[config.mk]
export PLATFORM = sky130hd
export DESIGN_NAME = wrs_ctrl
export DESIGN_NICKNAME = d
export VERILOG_FILES = /design/src/sv/wrs_pkg.sv /design/src/sv/wrs_ctrl.sv
export SDC_FILE = /design/constraint.sdc
export NUM_CORES = 1
export LEC_CHECK = 0
export BUFFER_PORTS_ARGS = -buffer_cell sky130_fd_sc_hd__buf_2
export CORE_AREA = 2 2 39 41
export DETAILED_ROUTE_END_ITERATION = 10
export DIE_AREA = 0 0 41 43
export GPL_TIMING_DRIVEN = 0
export HOLD_SLACK_MARGIN = 0.03
export PLACE_DENSITY = 0.67
export SETUP_SLACK_MARGIN = 0.1
export SYNTH_ARGS = -nofsm -noshare
export SYNTH_HDL_FRONTEND = slang
export SYNTH_SLANG_ARGS = --single-unit
[constraint.sdc]
create_clock -name clock -period 1.36 [get_ports clock]
set_input_delay 0.136 -clock clock [delete_from_list [all_inputs] [get_ports clock]]
set_output_delay 0.136 -clock clock [all_outputs]
set_load 0.02 [all_outputs]
[src/sv/wrs_pkg.sv]
// ----------------------------------------------------------------------------
// wrs_pkg
// Shared constants, types and command/status structs for the water ripple
// stencil step block.
// ----------------------------------------------------------------------------
package wrs_pkg;

   // grid geometry (both sides powers of two, cell address is {col,row})
   localparam int GRID_W    = 256;
   localparam int GRID_H    = 256;
   localparam int COL_BITS  = $clog2(GRID_W);
   localparam int ROW_BITS  = $clog2(GRID_H);
   localparam int ADDR_BITS = COL_BITS + ROW_BITS;

   // value widths
   localparam int CELL_BITS  = 16;
   localparam int SUM_BITS   = CELL_BITS + 2;
   localparam int DAMP_BITS  = 17;
   localparam int SCALE_BITS = 15;
   localparam int PROD_BITS  = 2 * SUM_BITS;
   localparam int PIX_BITS   = 8;
   localparam int NUM_BITS   = SCALE_BITS + PIX_BITS;
   localparam int CNT_BITS   = $clog2(PIX_BITS + 1);
   localparam int Q16_SHIFT  = 16;

   localparam logic [DAMP_BITS-1:0]  DAMP_RESET  = DAMP_BITS'(65536);
   localparam logic [SCALE_BITS-1:0] SCALE_RESET = SCALE_BITS'(500);
   localparam logic [PIX_BITS-1:0]   PIX_MAX     = PIX_BITS'(255);

   // configuration register indexes
   localparam int CSR_IDX_BITS = 1;
   localparam logic [CSR_IDX_BITS-1:0] CSR_DAMPING = 1'b0;
   localparam logic [CSR_IDX_BITS-1:0] CSR_SCALE   = 1'b1;

   // item kinds
   localparam logic KIND_DROP = 1'b1;

   typedef enum logic [3:0] {
      ST_CLEAR, ST_IDLE, ST_DROP, ST_RD0, ST_RD1, ST_RD2, ST_RD3,
      ST_SUM, ST_MUL, ST_SAT, ST_DIV
   } state_type;

   typedef enum logic [1:0] {NB_LEFT, NB_RIGHT, NB_UP, NB_DOWN} nb_sel_type;

   typedef enum logic [1:0] {ACC_HOLD, ACC_LOAD, ACC_ADD} acc_op_type;

   typedef struct packed {
      logic       clr_wr;
      logic       item_load;
      logic       drop_wr;
      nb_sel_type nb_sel;
      acc_op_type acc_op;
      logic       own_cap;
      logic       mul_en;
      logic       sat_en;
      logic       div_step;
      logic       out_load;
   } cmd_type;

   typedef struct packed {
      logic clr_done;
      logic req_is_drop;
      logic div_done;
      logic out_free;
   } status_type;

endpackage

[src/sv/wrs_ctrl.sv]
// ----------------------------------------------------------------------------
// wrs_ctrl
// Sequencer: clearing pass, drop write, neighbour reads, damping, pixel
// division and result hand-off.
// ----------------------------------------------------------------------------
module wrs_ctrl (
   input  logic                clock,
   input  logic                reset,
   input  logic                req_tvalid,
   output logic                req_tready,
   input  wrs_pkg::status_type status,
   output wrs_pkg::cmd_type    cmd
);
   import wrs_pkg::*;

   state_type state_ff, state_in;

   // state register
   always_ff @(posedge clock) begin
      if (reset) begin
         state_ff <= ST_CLEAR;
      end else begin
         state_ff <= state_in;
      end
   end

   // next state and commands
   always_comb begin
      state_in   = state_ff;
      cmd        = '0;
      cmd.nb_sel = NB_LEFT;
      cmd.acc_op = ACC_HOLD;
      req_tready = 1'b0;
      case (state_ff)
         ST_CLEAR: begin
            cmd.clr_wr = 1'b1;
            if (status.clr_done) state_in = ST_IDLE;
         end
         ST_IDLE: begin
            req_tready = 1'b1;
            if (req_tvalid) begin
               cmd.item_load = 1'b1;
               state_in = status.req_is_drop ? ST_DROP : ST_RD0;
            end
         end
         ST_DROP: begin
            cmd.drop_wr = 1'b1;
            state_in    = ST_IDLE;
         end
         ST_RD0: begin
            cmd.nb_sel = NB_LEFT;
            state_in   = ST_RD1;
         end
         ST_RD1: begin
            cmd.nb_sel  = NB_RIGHT;
            cmd.acc_op  = ACC_LOAD;
            cmd.own_cap = 1'b1;
            state_in    = ST_RD2;
         end
         ST_RD2: begin
            cmd.nb_sel = NB_UP;
            cmd.acc_op = ACC_ADD;
            state_in   = ST_RD3;
         end
         ST_RD3: begin
            cmd.nb_sel = NB_DOWN;
            cmd.acc_op = ACC_ADD;
            state_in   = ST_SUM;
         end
         ST_SUM: begin
            cmd.acc_op = ACC_ADD;
            state_in   = ST_MUL;
         end
         ST_MUL: begin
            cmd.mul_en = 1'b1;
            state_in   = ST_SAT;
         end
         ST_SAT: begin
            cmd.sat_en = 1'b1;
            state_in   = ST_DIV;
         end
         ST_DIV: begin
            if (!status.div_done) begin
               cmd.div_step = 1'b1;
            end else if (status.out_free) begin
               cmd.out_load = 1'b1;
               state_in     = ST_IDLE;
            end
         end
         default: state_in = ST_CLEAR;
      endcase
   end

   // result only loaded into a free output register
   a_out_free: assert property (@(posedge clock) disable iff (reset)
      cmd.out_load |-> status.out_free && status.div_done)
      else $error("result loaded over a pending one");

   // a drop write always follows the acceptance of its item
   a_drop_after_load: assert property (@(posedge clock) disable iff (reset)
      cmd.drop_wr |-> $past(cmd.item_load))
      else $error("drop write without accepted item");

   // no item taken during the clearing pass
   a_no_item_in_clear: assert property (@(posedge clock) disable iff (reset)
      cmd.clr_wr |-> !req_tready)
      else $error("item accepted while clearing");

endmodule

After elaboration in Yosys (flattened, before gate mapping). Cells that the tools add are included.

Equal/unequal tests: 14. Muxes and demuxes: 20. Reductions and logical operators: 3.

Operator list (count): $pmux W4 S11 (1); $eq A4 B3 Y1 const B (4); $mux W4 (4); $eq A4 B4 Y1 const B (3); $mux W1 (12); $eq A4 B2 Y1 const B (2); $ne A2 B2 Y1 const B (4); $pmux W2 S3 (1); $eq A4 B1 Y1 const B (1); $logic_not A4 Y1 (1); $pmux W2 S2 (1); $reduce_and A4 Y1 (1); $reduce_or A3 Y1 (1); $mux W2 (1).

Register bits: 4. Bits of input ports: 7. Output and inout port bits: 13. Word-level logic and storage cells: 38.

Longest topological paths before layout.
Word-level depth: 3. Depth in mapped cells: 5. Mapped depth without buffers: 4.

Worst setup path before layout. No wires, ideal clock.

Kind: reg2out. Start: register state_ff[2]. End: output cmd[10] in the netlist's numbering. Arrival time: 1.493 ns. Required time: 1.224 ns. Path slack: -0.269 ns. Stages on the path, launching flop included: 5. Path buffers: 1. Path through: dfxtp_1 > dlymetal6s2s_1 > nand2b_1 > nor3_1 > and2_1.

RTL lines: start, declared (line wrs_ctrl.sv:16) `state_type state_ff, state_in;`; start signal, assigned (line wrs_ctrl.sv:23) `state_ff <= state_in;`; end, declared (line wrs_ctrl.sv:12) `output wrs_pkg::cmd_type cmd`.

==> results.yml <==
floorplanning:
  io_pins: 20
  coreArea_sq_um: 1380
  num_rows: 14
  die_y_um: 43
  die_w_um: 41
  die_area_sq_um: 1760
  start_util_pct: 30.7
logic_synthesis:
  synthSimpleGateAreaFrac_pct: 44.0
  yosysWarnings: 0
  synth-compound-area-share_pct: 18.3
  synth_top_family_by_area: "simple AND/OR/NAND/NOR gates"
  synth.net_count: 65
  synth_area_per_cell_sq_um: 7.31
  synth_xor_area_share_pct: 4.13
  seq_area_frac_synth_pct: 18.9
  yosys.area_share.adder_pct: 0
  synth_seq_cells: 4
  yosys.cell_types.count: 28
  synthesis.area_sq_um: 424
  synth_cells: 58
  muxShareOfSynthArea_pct: 0
timing:
  setup_ws_ns: -0.0219
  max-slew-margin-rel_pct: 85.1
  rsz0062_at_grt: "yes"
  holdWs_ns: 0.127
  worstMarginPinSlew_ns: 0.222
  setup-violations-final: 2
  fin_crit_sh_pct: 102
  skew_ns: 0.00955
  final_hold_viol_count: 0
  max_freq_mhz: 724
  drv_slew: 0
  setup_tns_ns: -0.0393
  period_minus_slack_ns: 1.38
worst_setup_path:
  crit_fanout: 5
  cp_cell_sequence: "buf_8, nor3_4, and2_4, buf_6"
  crit_family: "simple AND/OR/NAND/NOR gates"
  path_buf_inv: 2
  crit_type: "reg -> out"
  endpoint_kind: "output pin"
  required_ns: 1.22
  cp_slowest_cell: "dfxtp_4"
  cp-start-kind: "flip-flop"
  max_stage_delay_ns: 0.37
  arrival_ns: 1.25
cells_and_area:
  largestRegisters: "state_ff (4)"
  area_delta_synth_final_pct: 113
  layout_common_cells: "buf_6 (13), buf_4 (12), buf_2 (6)"
  stdcell_area_sq_um: 903
  layout.nets: 99
  largest_reg_flops: 4
  final_cell_count_no_fill: 106
  drive_gt1_share_pct: 72.2
  layout_commonest_cell: "buf_6"
  regMostFlops: "state_ff"
  diodes: 0
drt:
  drtAntennaViolNets: 0
  via_per_inst: 5.23
  vias: 554
  dr.pass1.iters: 4
  drt-total-wl_um: 1410
  drc: 0
  wire_per_inst_um: 13.3
  drt-initial-drc-count: 13
grt:
  antenna_found_initial: 0
  gr-total-overflow: 0
  grt_pass1_wl_um: 2080
  grt_pass1_vias: 505
  globalRouteTotalUtil_pct: 18.2
  grt_start_max_net_pins: 11
clocking:
  htree_levels: 1
  clk_pin_slew_worst_paths_ns: 0.04
  cts_buffer_depth: 2
  cts_made_buffers: 3
  insertion_delay_ns: 0.25
  tritoncts: "yes"
  clock-root-buffer: "clkbuf_4"
  clock_sinks: 4
pwr:
  power_density_nw_per_um2: 822
  vdd_drop_max_uv: 354
  p_leak_nw: 0.376
place:
  dpl_cell_area_sq_um: 568
  port_buffers: 19
  dp_hpwl_um: 760
  place_ws_ns: 0.00478
  place_congestion: 0.783
  placed_cells: 93
run_status:
  violations: "setup timing"
  outcome: "finished, violations left"
flow_run:
  max_cap_viol_count: 0
min_path:
  worst_hold_path_type: "in -> reg"
## cells in the mapped netlist (all sizes together)
cell | count | area [sq um]
nor2 | 9 | 33.8
nand2 | 8 | 30.0
nor3 | 8 | 40.0
buf | 5 | 42.5
dfxtp | 4 | 80.1
nand2b | 3 | 21.3
a21oi | 2 | 10.0
inv | 2 | 7.51
o21bai | 2 | 30.0
a211o | 1 | 8.76
a31oi | 1 | 6.26
and2 | 1 | 6.26
and3 | 1 | 6.26
and3b | 1 | 8.76
and4bb | 1 | 12.5
dlymetal6s2s | 1 | 12.5
nor4 | 1 | 6.26
nor4b | 1 | 15.0
o21ai | 1 | 5.00
o22a | 1 | 10.0
o31ai | 1 | 7.51
or2 | 1 | 6.26
xnor2 | 1 | 8.76
xor2 | 1 | 8.76
## routing by layer
layer / up-vias / global-route usage (%) / wire length, um
met5: - / 0 / 0
met4: 0 / 12.0 / 32
met3: 4 / 4.71 / 95
met2: 25 / 29.4 / 706
met1: 258 / 19.2 / 580
li1: 267 / - / -
## per-stage QoR
stage / power (W) / utilization (%)
2_1_floorplan: 0.000352 / -
3_3_place_gp: 0.000411 / 41.0
3_5_place_dp: 0.000416 / 41.0
4_1_cts: 0.000688 / 59.1
5_1_grt: 0.000792 / 65.3
6_report: 0.000743 / 65.3
## cells by family (layout without fill, tap and decap cells)
logic type      count (synthesis)  in the layout
compound gates                  9              9
buf+inv                         8             40
xor+xnor                        2              2
flops                           4              4
simple gates                   35             35
## report_power, final
group | internal, W | switching (W) | leakage [nW]
combinational | 0.000228 | 0.000211 | 0.328
clock | 0.0000994 | 0.0000598 | 0.0138
sequential | 0.000130 | 0.0000145 | 0.0344
total | 0.000457 | 0.000285 | 0.376
## layout make-up
| type | count | area [sq um] |
|---|---|---|
| plain buffers | 6 | 71.3 |
| inverters | 2 | 10.0 |
| multi-input cells | 46 | 410 |
| well taps | 16 | 20.0 |
| repair buffers | 29 | 280 |
| fillers | 113 | 480 |
| flip-flops and latches | 4 | 88.8 |
| clock buffers | 3 | 22.5 |
## final timing paths
path	endpoint	from	depth (start not counted)	slack, ns
worst max-delay path	cmd[10]	state_ff[1]$_SDFFE_PP0P_	4	-0.02
worst min-delay path	state_ff[0]$_SDFFE_PP0P_	reset	2	0.13
worst max register to register	state_ff[3]$_SDFFE_PP0P_	state_ff[2]$_SDFFE_PP0P_	5	0.03
worst min register to register	state_ff[0]$_SDFFE_PP0P_	state_ff[0]$_SDFFE_PP0P_	3	0.68
## timing repair
action | 4_1_cts | 5_1_grt
gates resized for setup | 40 | 23
buffers inserted | 6 | 2
endpoints found under the setup margin | 16 | 16
pin swaps | 9 | 7
hold buffers | 0 | 0
gates cloned | 2 | 0
Power figures use the tool's default switching activity.
